--- src/rtl/twsrm_pkg.sv ---
// Package for the two-wire sensor read master: item structs, phase codes,
// register indexes and the start pattern table. No dependencies.
`default_nettype none

package twsrm_pkg;

  typedef struct packed {
    logic start_req;
    logic cmd;
    logic data_pin_in;
  } in_item_t;

  typedef struct packed {
    logic        clock_pin;
    logic        data_pin_out;
    logic        data_drive;
    logic        busy_res;
    logic        done_res;
    logic        timed_out;
    logic [15:0] raw_value;
  } out_item_t;

  typedef enum logic [4:0] {
    PH_IDLE, PH_START, PH_CMD_SET, PH_CMD_HI, PH_CMD_LO, PH_ACK_HI, PH_ACK_LO,
    PH_WAIT, PH_RD_HI, PH_RD_HOLD, PH_RD_LO,
    PH_MACK0, PH_MACK1, PH_MACK2, PH_MACK3, PH_CRC0, PH_CRC1, PH_CRC2
  } phase_t;

  localparam int CFG_INDEX_BITS = 2;
  localparam int CFG_DATA_BITS  = 24;

  localparam logic [CFG_INDEX_BITS-1:0] REG_PHASE_TICKS  = 2'd0;
  localparam logic [CFG_INDEX_BITS-1:0] REG_SAMPLE_HOLD  = 2'd1;
  localparam logic [CFG_INDEX_BITS-1:0] REG_WAIT_LIMIT   = 2'd2;

  localparam logic [15:0] PHASE_TICKS_RESET = 16'd1;
  localparam logic [15:0] SAMPLE_HOLD_RESET = 16'd1000;
  localparam logic [23:0] WAIT_LIMIT_RESET  = 24'd1000000;

  localparam logic [7:0] CMD_TEMPERATURE = 8'h03;
  localparam logic [7:0] CMD_HUMIDITY    = 8'h05;

  // Start pattern step -> {data, clock}; steps past the end give data high, clock low.
  function automatic logic [1:0] start_levels(input logic [3:0] step);
    logic [1:0] lv;
    unique case (step)
      4'd0:    lv = 2'b10;
      4'd1:    lv = 2'b11;
      4'd2:    lv = 2'b01;
      4'd3:    lv = 2'b00;
      4'd4:    lv = 2'b01;
      4'd5:    lv = 2'b11;
      default: lv = 2'b10;
    endcase
    return lv;
  endfunction

endpackage

`default_nettype wire

--- src/rtl/two_wire_sensor_read_master.sv ---
// Top level of the two-wire sensor read master: pin sequencer and result register.
// Depends on twsrm_pkg for the item structs, phase codes and start pattern.
`default_nettype none

// Each input item is one tick of the pin sequencer and yields exactly one result
// item. The whole tick is evaluated combinationally from the sequencer state
// and the incoming item, and the result lands in an output register, so one item
// is taken per clock (in_ready stays high while the output register is empty or
// being drained). A start request is honored only while idle; the transaction then
// runs the start pattern, the command byte, the sensor ack, the measurement wait,
// two read bytes with a master ack between them and a no-ack that skips the CRC.
// Configuration writes are taken in any cycle (cfg_ready is always high).
module two_wire_sensor_read_master #(
  parameter int WAIT_COUNTER_BITS = 24,
  parameter int TICK_COUNTER_BITS = 16
) (
  input  wire logic                                 clk,
  input  wire logic                                 rst,
  input  wire logic                                 in_valid,
  output logic                                      in_ready,
  input  wire twsrm_pkg::in_item_t                  in_data,
  output logic                                      out_valid,
  input  wire logic                                 out_ready,
  output twsrm_pkg::out_item_t                      out_data,
  input  wire logic                                 cfg_valid,
  output logic                                      cfg_ready,
  input  wire logic [twsrm_pkg::CFG_INDEX_BITS-1:0] cfg_index,
  input  wire logic [twsrm_pkg::CFG_DATA_BITS-1:0]  cfg_data
);
  import twsrm_pkg::*;

  localparam int TB  = TICK_COUNTER_BITS;
  localparam int WB  = WAIT_COUNTER_BITS;
  localparam int TLW = (TB + 1 > 17) ? TB + 1 : 17;
  localparam int WLW = (WB + 1 > 25) ? WB + 1 : 25;
  localparam logic [TLW-1:0] TICK_CAP = TLW'(1) << TB;
  localparam logic [WLW-1:0] WAIT_MAX = (WLW'(1) << WB) - WLW'(1);

  // configuration
  logic [15:0] phase_ticks;
  logic [15:0] sample_hold_ticks;
  logic [23:0] wait_limit;

  // sequencer state
  phase_t          phase, phase_next;
  logic [3:0]      bit_index, bit_index_next;
  logic [TB-1:0]   tick_count, tick_count_next;
  logic [WB-1:0]   wait_count, wait_count_next;
  logic [7:0]      command_shift, command_shift_next;
  logic [15:0]     result_shift, result_shift_next;
  logic            lv_clk, lv_clk_next;
  logic            lv_dat, lv_dat_next;
  logic            lv_drv, lv_drv_next;
  out_item_t       result;

  logic in_fire;

  assign cfg_ready = 1'b1;
  assign in_ready  = !out_valid || out_ready;
  assign in_fire   = in_valid && in_ready;

  always_ff @(posedge clk) begin
    if (rst) begin
      phase_ticks       <= PHASE_TICKS_RESET;
      sample_hold_ticks <= SAMPLE_HOLD_RESET;
      wait_limit        <= WAIT_LIMIT_RESET;
    end else if (cfg_valid) begin
      unique case (cfg_index)
        REG_PHASE_TICKS: phase_ticks       <= cfg_data[15:0];
        REG_SAMPLE_HOLD: sample_hold_ticks <= cfg_data[15:0];
        REG_WAIT_LIMIT:  wait_limit        <= cfg_data[23:0];
        default: ;
      endcase
    end
  end

  // One tick of the sequencer.
  always_comb begin
    logic [15:0]    len;
    logic [TLW-1:0] lim;
    logic [TLW-1:0] tick_inc;
    logic [WLW-1:0] wlim;
    logic [WLW-1:0] wait_inc;
    logic           cbit;
    logic           phase_end;
    logic [1:0]     st;

    phase_next         = phase;
    bit_index_next     = bit_index;
    tick_count_next    = tick_count;
    wait_count_next    = wait_count;
    command_shift_next = command_shift;
    result_shift_next  = result_shift;
    lv_clk_next        = lv_clk;
    lv_dat_next        = lv_dat;
    lv_drv_next        = lv_drv;
    result             = '0;
    len                = '0;
    lim                = '0;
    tick_inc           = '0;
    wlim               = '0;
    wait_inc           = '0;
    phase_end          = 1'b0;

    if (phase_next == PH_IDLE && in_data.start_req) begin
      phase_next         = PH_START;
      bit_index_next     = '0;
      tick_count_next    = '0;
      wait_count_next    = '0;
      command_shift_next = in_data.cmd ? CMD_HUMIDITY : CMD_TEMPERATURE;
      result_shift_next  = '0;
    end

    cbit = command_shift_next[3'd7 - bit_index_next[2:0]];
    st   = start_levels(bit_index_next);

    if (phase_next != PH_IDLE) begin
      result.busy_res = 1'b1;

      unique case (phase_next)
        PH_START: begin
          lv_drv_next = 1'b1; lv_dat_next = st[1]; lv_clk_next = st[0];
        end
        PH_CMD_SET, PH_CMD_LO: begin
          lv_drv_next = 1'b1; lv_dat_next = cbit; lv_clk_next = 1'b0;
        end
        PH_CMD_HI: begin
          lv_drv_next = 1'b1; lv_dat_next = cbit; lv_clk_next = 1'b1;
        end
        PH_ACK_HI: begin
          lv_drv_next = 1'b1; lv_clk_next = 1'b1;
        end
        PH_ACK_LO: begin
          lv_drv_next = 1'b1; lv_clk_next = 1'b0;
        end
        PH_WAIT, PH_RD_LO: begin
          lv_drv_next = 1'b0; lv_clk_next = 1'b0;
        end
        PH_RD_HI, PH_RD_HOLD: begin
          lv_drv_next = 1'b0; lv_clk_next = 1'b1;
        end
        PH_MACK0, PH_CRC0, PH_CRC2: begin
          lv_drv_next = 1'b1; lv_dat_next = 1'b1; lv_clk_next = 1'b0;
        end
        PH_MACK1, PH_MACK3: begin
          lv_drv_next = 1'b1; lv_dat_next = 1'b0; lv_clk_next = 1'b0;
        end
        PH_MACK2: begin
          lv_drv_next = 1'b1; lv_dat_next = 1'b0; lv_clk_next = 1'b1;
        end
        PH_CRC1: begin
          lv_drv_next = 1'b1; lv_dat_next = 1'b1; lv_clk_next = 1'b1;
        end
        default: ;
      endcase

      // phase timer: zero length counts as one, length clamps to the counter range
      len      = (phase_next == PH_RD_HOLD) ? sample_hold_ticks : phase_ticks;
      lim      = (len == 16'd0) ? TLW'(1) : TLW'(len);
      if (lim > TICK_CAP) lim = TICK_CAP;
      tick_inc = TLW'(tick_count_next) + TLW'(1);

      wlim     = (WLW'(wait_limit) < WAIT_MAX) ? WLW'(wait_limit) : WAIT_MAX;
      wait_inc = WLW'(wait_count_next) + WLW'(1);

      phase_end = 1'b0;
      if (phase_next == PH_WAIT) begin
        if (!in_data.data_pin_in) begin
          phase_next      = PH_RD_HI;
          bit_index_next  = '0;
          tick_count_next = '0;
        end else if (wait_inc > wlim) begin
          result.done_res  = 1'b1;
          result.timed_out = 1'b1;
          phase_next       = PH_IDLE;
          wait_count_next  = '0;
        end else begin
          wait_count_next = wait_inc[WB-1:0];
        end
      end else if (tick_inc >= lim) begin
        tick_count_next = '0;
        phase_end       = 1'b1;
      end else begin
        tick_count_next = tick_inc[TB-1:0];
      end

      if (phase_end) begin
        unique case (phase_next)
          PH_START: begin
            if (bit_index_next < 4'd6) bit_index_next = bit_index_next + 4'd1;
            else begin
              bit_index_next = '0;
              phase_next     = PH_CMD_SET;
            end
          end
          PH_CMD_SET: phase_next = PH_CMD_HI;
          PH_CMD_HI:  phase_next = PH_CMD_LO;
          PH_CMD_LO: begin
            if (bit_index_next < 4'd7) begin
              bit_index_next = bit_index_next + 4'd1;
              phase_next     = PH_CMD_SET;
            end else begin
              bit_index_next = '0;
              phase_next     = PH_ACK_HI;
            end
          end
          PH_ACK_HI: phase_next = PH_ACK_LO;
          PH_ACK_LO: begin
            phase_next      = PH_WAIT;
            wait_count_next = '0;
          end
          PH_RD_HI: begin
            if (sample_hold_ticks == 16'd0) begin
              result_shift_next = {result_shift_next[14:0], in_data.data_pin_in};
              phase_next        = PH_RD_LO;
            end else begin
              phase_next = PH_RD_HOLD;
            end
          end
          PH_RD_HOLD: begin
            result_shift_next = {result_shift_next[14:0], in_data.data_pin_in};
            phase_next        = PH_RD_LO;
          end
          PH_RD_LO: begin
            priority if (bit_index_next == 4'd7) begin
              bit_index_next = 4'd8;
              phase_next     = PH_MACK0;
            end else if (bit_index_next == 4'd15) begin
              bit_index_next = '0;
              phase_next     = PH_CRC0;
            end else begin
              bit_index_next = bit_index_next + 4'd1;
              phase_next     = PH_RD_HI;
            end
          end
          PH_MACK0: phase_next = PH_MACK1;
          PH_MACK1: phase_next = PH_MACK2;
          PH_MACK2: phase_next = PH_MACK3;
          PH_MACK3: phase_next = PH_RD_HI;
          PH_CRC0:  phase_next = PH_CRC1;
          PH_CRC1:  phase_next = PH_CRC2;
          PH_CRC2: begin
            result.done_res  = 1'b1;
            result.raw_value = result_shift_next;
            phase_next       = PH_IDLE;
          end
          default: ;
        endcase
      end

      if (result.done_res) result.busy_res = 1'b0;
    end

    result.clock_pin    = lv_clk_next;
    result.data_pin_out = lv_dat_next;
    result.data_drive   = lv_drv_next;
  end

  always_ff @(posedge clk) begin
    if (rst) begin
      phase         <= PH_IDLE;
      bit_index     <= '0;
      tick_count    <= '0;
      wait_count    <= '0;
      command_shift <= '0;
      result_shift  <= '0;
      lv_clk        <= 1'b0;
      lv_dat        <= 1'b1;
      lv_drv        <= 1'b0;
    end else if (in_fire) begin
      phase         <= phase_next;
      bit_index     <= bit_index_next;
      tick_count    <= tick_count_next;
      wait_count    <= wait_count_next;
      command_shift <= command_shift_next;
      result_shift  <= result_shift_next;
      lv_clk        <= lv_clk_next;
      lv_dat        <= lv_dat_next;
      lv_drv        <= lv_drv_next;
    end
  end

  // result register
  always_ff @(posedge clk) begin
    if (rst) begin
      out_valid <= 1'b0;
    end else if (in_fire) begin
      out_valid <= 1'b1;
    end else if (out_ready) begin
      out_valid <= 1'b0;
    end
  end

  always_ff @(posedge clk) begin
    if (in_fire) begin
      out_data <= result;
    end
  end

endmodule

`default_nettype wire
--- config.mk ---
export PLATFORM = sky130hd
export DESIGN_NAME = two_wire_sensor_read_master
export DESIGN_NICKNAME = d
export VERILOG_FILES = /design/src/rtl/twsrm_pkg.sv /design/src/rtl/two_wire_sensor_read_master.sv
export SDC_FILE = /design/constraint.sdc
export NUM_CORES = 1
export LEC_CHECK = 0
export ABC_AREA = 1
export ABC_CLOCK_PERIOD_IN_PS = 12500
export BUFFER_PORTS_ARGS = -buffer_cell sky130_fd_sc_hd__buf_4
export CORE_MARGIN = 3
export CORE_UTILIZATION = 40
export CTS_BUF_LIST = sky130_fd_sc_hd__clkbuf_2 sky130_fd_sc_hd__clkbuf_4 sky130_fd_sc_hd__clkbuf_8
export CTS_CLUSTER_SIZE = 14
export DETAILED_ROUTE_END_ITERATION = 12
export PLACE_DENSITY = 0.58
export SLEW_MARGIN = 5
export SYNTH_ARGS = -nofsm -noshare
export SYNTH_HDL_FRONTEND = slang
export SYNTH_SLANG_ARGS = --single-unit
--- constraint.sdc ---
create_clock -name clk -period 12.5 [get_ports clk]
set_clock_uncertainty 0.1 [all_clocks]
set_input_delay 1.25 -clock clk [delete_from_list [all_inputs] [get_ports clk]]
set_output_delay 1.25 -clock clk [all_outputs]
set_load 0.02 [all_outputs]
# After elaboration in Yosys (flattened, before gate mapping)
# Cells that the tools add are included.
# word_totals
register_bits,155
latch_bits,0
ramBits,0
mem_bits_ro,0
input_bits,34
out_inout_bits,25
word_cells,166
mem_count,0
# op_classes
n_addsub,4
multipliers,0
div,0
magnitude_cmp,7
n_eq_ne,42
n_shift,0
n_mux,69
bitwise,0
reduce_logical,24
# ops
cell,n
$mux 24,8
$mux 16,11
$eq 5x4->1 const B,16
$pmux 5 s16,1
$mux 4,10
$mux 5,8
$eq 5x3->1 const B,7
$mux 17,2
$logic_not 16->1,2
$pmux 16 s2,1
$add 24x1->25 const B,1
$gt 25x24->1,1
$lt 24x24->1 const B,1
$eq 5x2->1 const B,4
$eq 5x5->1 const B,4
$add 16x1->17 const B,1
$ge 17x17->1,1
$gt 16x17->1 const B,1
$mux 1,13
$reduce_or 13->1,1
$eq 4x3->1 const B,3
$mux 3,4
$pmux 4 s3,1
$eq 5x1->1 const B,2
30 further kinds,42

# Logic depth before layout (Yosys ltp)
# Gate-level depths: netlist of the first run.
# depth
word_depth,17
depth_mapped,40
ltp_nobuf,33

# Least setup slack after synthesis of the first run
# No wires, ideal clock.
# synth_timing
kind,in2reg
startpoint,in in_data[2] (netlist bit)
endpoint,reg result_shift[6]
setup_time_ps,109
arrival_time_ps,5259
required_time_ps,12291
slack_ps,7032
stages,38
n_path_buf,6
cell_sequence,nand4_4 -> buf_6 -> buf_6 -> buf_2 -> buf_2 -> buf_2 -> nand2_1 -> inv_1 -> ha_1 -> nand3_1 -> nor2_1 -> nand3_1 -> inv_1 -> nand2_1 -> nor2_1 -> nand2_1 -> xor2_1 -> inv_1 -> [... 2 more ...] -> inv_1 -> o21ai_0 -> nand2_1 -> nand2_1 -> nand2_1 -> a21oi_1 -> nand2_1 -> nand2_1 -> nand2_1 -> nand2_1 -> nand3_1 -> buf_4 -> nand3_1 -> o21ai_0 -> a21oi_1 -> o21ai_0 -> nand2_1 -> inv_1
# synth_via
elab_chain_cells,15
elab_cells_between_ends,31
cone_classes,add/sub: 2; order compare: 3; eq/ne: 4; mux: 19; reduce/logical: 3
# synth_lines
element,line,rtl
from (decl),two_wire_sensor_read_master.sv:21,"input wire twsrm_pkg::in_item_t in_data,"
$logic_and 1x1->1 *,two_wire_sensor_read_master.sv:105,if (phase_next == PH_IDLE && in_data.start_req) begin
$mux 5,two_wire_sensor_read_master.sv:105,
$eq 5x4->1,two_wire_sensor_read_master.sv:158,len = (phase_next == PH_RD_HOLD) ? sample_hold_ticks : phase_ticks;
$mux 16,two_wire_sensor_read_master.sv:158,
$logic_not 16->1,two_wire_sensor_read_master.sv:159,lim = (len == 16'd0) ? TLW'(1) : TLW'(len);
$mux 16,two_wire_sensor_read_master.sv:159,
$gt 16x17->1,two_wire_sensor_read_master.sv:160,if (lim > TICK_CAP) lim = TICK_CAP;
$mux 17,two_wire_sensor_read_master.sv:160,
$mux 17,two_wire_sensor_read_master.sv:117,if (phase_next != PH_IDLE) begin
$ge 17x17->1,two_wire_sensor_read_master.sv:180,end else if (tick_inc >= lim) begin
$mux 1,two_wire_sensor_read_master.sv:180,
$mux 1,two_wire_sensor_read_master.sv:167,if (phase_next == PH_WAIT) begin
$mux 1,two_wire_sensor_read_master.sv:117,
$mux 16,two_wire_sensor_read_master.sv:187,if (phase_end) begin
$mux 16 *,two_wire_sensor_read_master.sv:117,
to (signal assigned),two_wire_sensor_read_master.sv:276,result_shift <= result_shift_next;
to (decl),two_wire_sensor_read_master.sv:50,"logic [15:0] result_shift, result_shift_next;"
# Every way passes the cells marked *; elsewhere a longest branch is shown, timed or not. The select of a mux whose other input is x is not followed.
# A chain may end at the register's enable or synchronous reset.

# Worst setup path after layout of the first run
# layout_timing
startpoint,in in_data[2] (netlist bit)
endpoint,reg wait_count[0]
# layout_via
elab_chain_cells,15
elab_cells_between_ends,31
cone_classes,add/sub: 2; order compare: 3; eq/ne: 3; mux: 20; reduce/logical: 3
# layout_lines
element,line,rtl
$logic_and 1x1->1 *,two_wire_sensor_read_master.sv:105,
$mux 5,two_wire_sensor_read_master.sv:105,
$eq 5x4->1,two_wire_sensor_read_master.sv:158,
$mux 16,two_wire_sensor_read_master.sv:158,
$logic_not 16->1,two_wire_sensor_read_master.sv:159,
$mux 16,two_wire_sensor_read_master.sv:159,
$gt 16x17->1,two_wire_sensor_read_master.sv:160,
$mux 17,two_wire_sensor_read_master.sv:160,
$mux 17,two_wire_sensor_read_master.sv:117,
$ge 17x17->1,two_wire_sensor_read_master.sv:180,
$mux 1,two_wire_sensor_read_master.sv:180,
$mux 1,two_wire_sensor_read_master.sv:167,
$mux 1,two_wire_sensor_read_master.sv:117,
$mux 24,two_wire_sensor_read_master.sv:187,
$mux 24 *,two_wire_sensor_read_master.sv:117,
to (signal assigned),two_wire_sensor_read_master.sv:274,wait_count <= wait_count_next;
to (decl),two_wire_sensor_read_master.sv:48,"logic [WB-1:0] wait_count, wait_count_next;"
# Marks and branches as above.

==> metrics, run 1 <==
status finished clean; Post-synth EDFFs 22; clock sinks 155; Core Region 0.0238 mm^2; register bit total from synthesis 155; CTS Buf Count 17; Die Y 163 um; busiest layer in global routing met2; Tmin final 6140 ps; setup slack, reg-to-reg 6370 ps; Final TNS setup 0 ps; sequential share of the synthesized area 0.339; DRT iter0 DRCs 665; leakage 0.00458 uW; worst hold path class reg2reg; io pins 59; GR Util met1 0.287; R2R cell count 27; Power per Cell Area 166 mW/mm^2; CP Capture Type flip-flop; DP HPWL 19100 um; Distinct cells, synth 51; Port Buffers 57; syn nets 1524; antenna violations before repair 0; Root Buffer clkbuf_8; CTS tree yes; largest area contributor in the netlist dfxtp_1; full die area 0.0264 mm^2; Post-CTS Resized 0; # fillers 2462; WS Path Type in2reg; cell area after synthesis 0.00980 mm^2; Critical Path Source Type primary input; Rows 56; top_reg_cell synth dfxtp_1; layout cell share with drive strength beyond 1 0.103; grt ovf 0; crit path max fanout 86; Tightest Pin Transition 968 ps; met3 Resource Use GR 0.0338; most area-consuming cells after synthesis dfxtp_1 27%, nand2_1 13%, edfxtp_1 6.7%, a21oi_1 6.5%, nor2_1 6.0%; global-route wire length before repair 44900 um; FF-to-FF End wait_count[0]; FMAX 0.163 GHz; post-synth top area share 0.272; cell area after layout 0.0107 mm^2; Post-CTS Setup Bufs 0; Detail Route Antenna Nets 0; # setup viols final 0; max-slew violations 0; Final Instance Count excl. Fillers 1795; diode count 0; placed instance count 1763; highest-count cells in the layout ignoring fill and taps 338 x nand2_1, 155 x nor2_1, 153 x inv_1, 133 x dfxtp_1, 127 x a21oi_1; Die Width 163 um; Max Cap Viol 0; Worst-path clk slew 90 ps; Tcrit/Tclk final 0.491; YS warnings 0; clk_lat worst skew 470 ps; RSZ-0062 raised after global routing false; Worst slew margin 0.355; vias in the first global route 8729; CTS Hold Buffers Added 0; commonest non-fill, non-tap cell in the layout nand2_1; Post-synth ARST share 0; DR pass1 iterations 8; Worst IR Drop VDD 0.125 mV; syn_area_per_cell 6.77 um^2; Total Nets Final 1540; Area growth syn-to-layout 9.43%; Cells after Synth 1447; Final Hold Viols 0; GRT Resource Usage Total 0.208; vias 9499; data required time of the critical path 12790 ps; largest net degree at the start of global routing 87; H-tree depth 4; critical path launch point in_data[2]; vias per cell 5.29; placed cell area 0.0104 mm^2; final WL 27200 um; Initial Utilization 0.412; Routed wire per std cell 15.2 um; Placer Congestion 0.998; DRC Markers 0; clk buf depth 2; FF-to-FF Start phase[4]; Arr. time, crit path 6430 ps; met2 Use GR 0.338; CP Capture Point wait_count[0]
## registers in the layout, summed over array words and instances, names as in the netlist, 4 cells and up
name / cells
bit_index: 4
phase: 5
phase_ticks: 16
out_data: 22
wait_count: 24
command_shift: 8
result_shift: 16
wait_limit: 24
tick_count: 16
sample_hold_ticks: 16
## metrics by stage
step	worst slack (ps)	hold WS [ps]	util	total power (uW)
6_report	6360	348	0.451	1780
2_1_floorplan	7030	325	-	1250
3_5_place_dp	5930	334	0.436	1420
3_3_place_gp	6050	333	0.436	1420
5_1_grt	5780	378	0.451	1910
4_1_cts	6380	349	0.451	1780
## power breakdown
group	switching [uW]	internal [uW]	total, uW
Combinational	575	233	808
Sequential	40.2	565	605
Clock	218	144	362
## synth_stat cells (4+ instances only)
library cell  count
nor2_1          156
nand2_1         339
nor4_1           10
nor2_2            9
a21oi_2           4
edfxtp_1         22
inv_2             5
a211oi_1          4
a21oi_1         127
nor3_1           19
inv_1           154
o211ai_1         31
nand4_1          18
xor2_1           31
nor3_2            5
buf_6             7
nand3b_1          7
o21ai_0         113
nand2_2          10
clkbuf_1         44
buf_1             4
nor2_4            4
buf_2            14
nand3_1          83
o22ai_1          13
dfxtp_1         133
xnor2_1           4
ha_1             43
## per-layer routing
layer,vias to the layer above,part of all wire
met4,0,0.014
met3,32,0.061
met5,-,0
met1,4338,0.47
met2,303,0.46
li1,4826,-
## final cells by class
cell class                 count  area (um^2)  area share
clock buffer                  18          241      0.0225
inverter                     160          601      0.0560
clock inverter                14          111      0.0104
multi-input combinational   1060         5530       0.516
sequential                   155         3320       0.310
tap                          319          399      0.0372
timing repair buffer          69          518      0.0483
## worst max-delay path, stage by stage
cell and delay (ps):
buf_4 120, nand4_4 90, buf_4 720, nand2_1 250, nand2_1 200, nor2_1 60
buf_4 200, inv_1 640, o21ai_0 160, inv_1 110, nand4_1 90, o41ai_1 470
ha_1 220, nor3_1 50, nand2_1 60, nand4_1 90, nand2_1 60, nand2_1 50
nand2_1 60, nand2_1 40, nand2_1 70, nand3_2 110, nand2_4 250, inv_2 240
nand2_1 400, o2111ai_1 180, a21oi_1 150
## logic make-up after synthesis
kind of cell	after synthesis	synth area share
buf+inv	232	0.0972
flops	155	0.339
other cells	1	0.000383
compound gates	306	0.172
mux	2	0.00204
simple gates	673	0.303
xor+xnor	35	0.0313
fa+ha+maj	43	0.0549
## how the worst min path moves through the flow
stage	startpoint	end	slack, ps	cells past startpoint
detailed placement	command_shift[7]	command_shift[7]	330	2
global route	command_shift[5]	command_shift[5]	380	2
global placement	command_shift[7]	command_shift[7]	330	2
CTS	command_shift[7]	command_shift[7]	350	2
floorplan	command_shift[3]	command_shift[3]	320	2
finish	command_shift[7]	command_shift[7]	350	2
No activity file was read; power rests on OpenSTA's default activity.
==> run 2, diff against run 1 <==
--- a/config.mk
+++ b/config.mk
@@ -5,15 +5,15 @@
 export SDC_FILE = /design/constraint.sdc
 export NUM_CORES = 1
 export LEC_CHECK = 0
-export ABC_AREA = 1
-export ABC_CLOCK_PERIOD_IN_PS = 12500
+export ABC_AREA = 0
+export ABC_CLOCK_PERIOD_IN_PS = 5430
 export BUFFER_PORTS_ARGS = -buffer_cell sky130_fd_sc_hd__buf_4
 export CORE_MARGIN = 3
 export CORE_UTILIZATION = 40
 export CTS_BUF_LIST = sky130_fd_sc_hd__clkbuf_2 sky130_fd_sc_hd__clkbuf_4 sky130_fd_sc_hd__clkbuf_8
 export CTS_CLUSTER_SIZE = 14
 export DETAILED_ROUTE_END_ITERATION = 12
-export PLACE_DENSITY = 0.58
+export PLACE_DENSITY = 0.61
 export SLEW_MARGIN = 5
 export SYNTH_ARGS = -nofsm -noshare
 export SYNTH_HDL_FRONTEND = slang
==> constraint.sdc (replaced) <==
create_clock -name clk -period 5.43 [get_ports clk]
set_clock_uncertainty 0.1 [all_clocks]
set_input_delay 0.543 -clock clk [delete_from_list [all_inputs] [get_ports clk]]
set_output_delay 0.543 -clock clk [all_outputs]
set_load 0.02 [all_outputs]
==> metrics, run 2 <==
hold path depth 2; H-tree depth 4; leading cell types by count after synthesis 168 x nand2_1, 133 x dfxtp_1, 102 x nor2_1; placed instance count 1372; clk buf depth 2; FMAX 0.205 GHz; WS Path Type reg2reg; commonest non-fill, non-tap cell in the layout nand2_1; hold_sp cfg_data[19]; Rows 53; vias per cell 5.56; largest registers wait_count (24), wait_limit (24), out_data (22); # setup viols final 0; busiest layer in global routing met2; Critical Path Source Type flip-flop; Initial Utilization 0.413; Die Y 154 um; Port Buffers 57; Die Width 154 um; Post-synth EDFFs 22; largest net degree at the start of global routing 74; syn_area_per_cell 8.10 um^2; antenna violations before repair 0; vias 7808; Tightest Pin Transition 1040 ps; YS warnings 0; setup slack, reg-to-reg 550 ps; syn nets 1164; Arr. time, crit path 5190 ps; Tmin final 4880 ps; RSZ-0062 raised after global routing false; top_reg_cell synth dfxtp_1; largest area contributor in the netlist dfxtp_1; grt ovf 0; crit path max fanout 23; clk_lat worst skew 470 ps; Post-synth ARST share 0; FF-to-FF End result_shift[5]; Detail Route Antenna Nets 0; GR Util met1 0.275; max-slew violations 0; Placer Congestion 0.902; status finished clean; Power per Cell Area 245 mW/mm^2; DRT iter0 DRCs 473; layout cell share with drive strength beyond 1 0.112; Final Hold Viols 0; Final Instance Count excl. Fillers 1404; FF-to-FF Start phase[3]; worst hold path class in2reg; Max Cap Viol 0; Worst-path clk slew 90 ps; R2R cell count 17; Area growth syn-to-layout 12.3%; CTS Buf Count 17; # fillers 2144; Worst slew margin 0.306; DRC Markers 0; most area-consuming cells after synthesis dfxtp_1 30%, edfxtp_1 7.5%, nand2_1 7.2%, ha_1 6.1%, a21oi_1 5.6%; register bit total from synthesis 155; Final TNS setup 0 ps; vias in the first global route 7203; io pins 59; CTS tree yes; Distinct cells, synth 71; full die area 0.0238 mm^2; Hold Path End wait_limit[19]; post-synth top area share 0.303; data required time of the critical path 5740 ps; leakage 0.00389 uW; sequential share of the synthesized area 0.378; diode count 0; final WL 23000 um; Post-CTS Setup Bufs 0; CTS Hold Buffers Added 0; met2 Use GR 0.300; count leader, synth nand2_1; Worst IR Drop VDD 0.142 mV; cell area after synthesis 0.00880 mm^2; Tcrit/Tclk final 0.898; global-route wire length before repair 37600 um; Core Region 0.0213 mm^2; met3 Resource Use GR 0.0333; Root Buffer clkbuf_8; Cells after Synth 1087; GRT Resource Usage Total 0.192; Total Nets Final 1193; DR pass1 iterations 5; Routed wire per std cell 16.4 um; Post-CTS Resized 0; highest-count cells in the layout ignoring fill and taps 168 x nand2_1, 133 x dfxtp_1, 102 x nor2_1, 99 x a21oi_1, 74 x buf_4; clock sinks 155; DP HPWL 16400 um; CP Capture Type flip-flop
## run 2: cell types whose count changed after synthesis, moves of 13 or more
| cell | previous run | this run |
|---|---|---|
| a22o_1 | 0 | 25 |
| nor2_1 | 156 | 102 |
| a21oi_1 | 127 | 99 |
| o211ai_1 | 31 | 6 |
| nand3_1 | 83 | 30 |
| xor2_1 | 31 | 18 |
| a22oi_1 | 0 | 16 |
| mux2i_1 | 2 | 21 |
| inv_1 | 154 | 40 |
| nand2_1 | 339 | 168 |
| and3_1 | 1 | 16 |
| and2_1 | 0 | 33 |
| o21ai_0 | 113 | 41 |
## run 2: cell families after synthesis
group                      synth area share
AOI/OAI and AO/OA                     0.195
xor gates and xnor gates             0.0338
adders and majority gates            0.0611
buffers and inverters                0.0472
DFF                                   0.378
muxes                                0.0290
other                              0.000426
and+or+nand+nor                       0.256
## run 2: per-layer routing
metal,part of all wire,vias to the layer above
met5,0,-
met4,0.013,0
met3,0.051,22
met2,0.45,194
met1,0.48,3665
li1,-,3927
## run 2: power by group
group          leakage [uW]  internal (uW)  switching, uW  total, uW
sequential          0.00130           1190           18.8       1210
combinational       0.00238           95.0            174        269
clock              0.000210            433            506        939
## run 2: final cells by class
| cell class | count | area, um^2 | share of cell area |
|---|---|---|---|
| multi-input cells | 827 | 5070 | 0.513 |
| well taps | 275 | 344 | 0.0348 |
| inverters | 40 | 150 | 0.0152 |
| flip-flops and latches | 155 | 3320 | 0.336 |
| clock inverters | 14 | 176 | 0.0179 |
| clock buffers | 18 | 241 | 0.0244 |
| repair buffers | 75 | 576 | 0.0583 |
## run 2: stage by stage
step	worst slack (ps)	power [uW]	util	cell area (um^2)	hold WS, ps
after global placement	478	1510	0.444	9460	337
after CTS	571	2450	0.464	9880	138
after floorplan	675	1400	-	8800	324
after global routing	135	2530	0.464	9880	147
after detailed placement	350	1510	0.444	9460	345
final	554	2420	0.464	9880	173
## run 2: worst max-delay path by stage
stage	startpoint	endpoint	slack, ps	cells past startpoint
floorplan	in_data[2]	wait_count[20]	670	19
global placement	in_data[2]	wait_count[12]	480	20
detailed placement	in_data[2]	wait_count[12]	350	20
CTS	phase[3]	result_shift[8]	570	17
global route	phase[3]	result_shift[3]	140	17
finish	phase[3]	result_shift[5]	550	17
## run 2: worst max-delay path: stages, from the launching register on
cell and delay, ps:
dfxtp_1 400, buf_4 280, nand2b_1 180, nor3_4 290, nand2_4 260, mux2i_1 330, nand4_1 140, or4_1 540
nand3_1 100, ha_1 120, nor2_1 40, a21oi_1 170, o21ai_0 190, a21o_1 250, nand2_1 180, nand2_1 150
nor4b_2 850, a22o_1 240
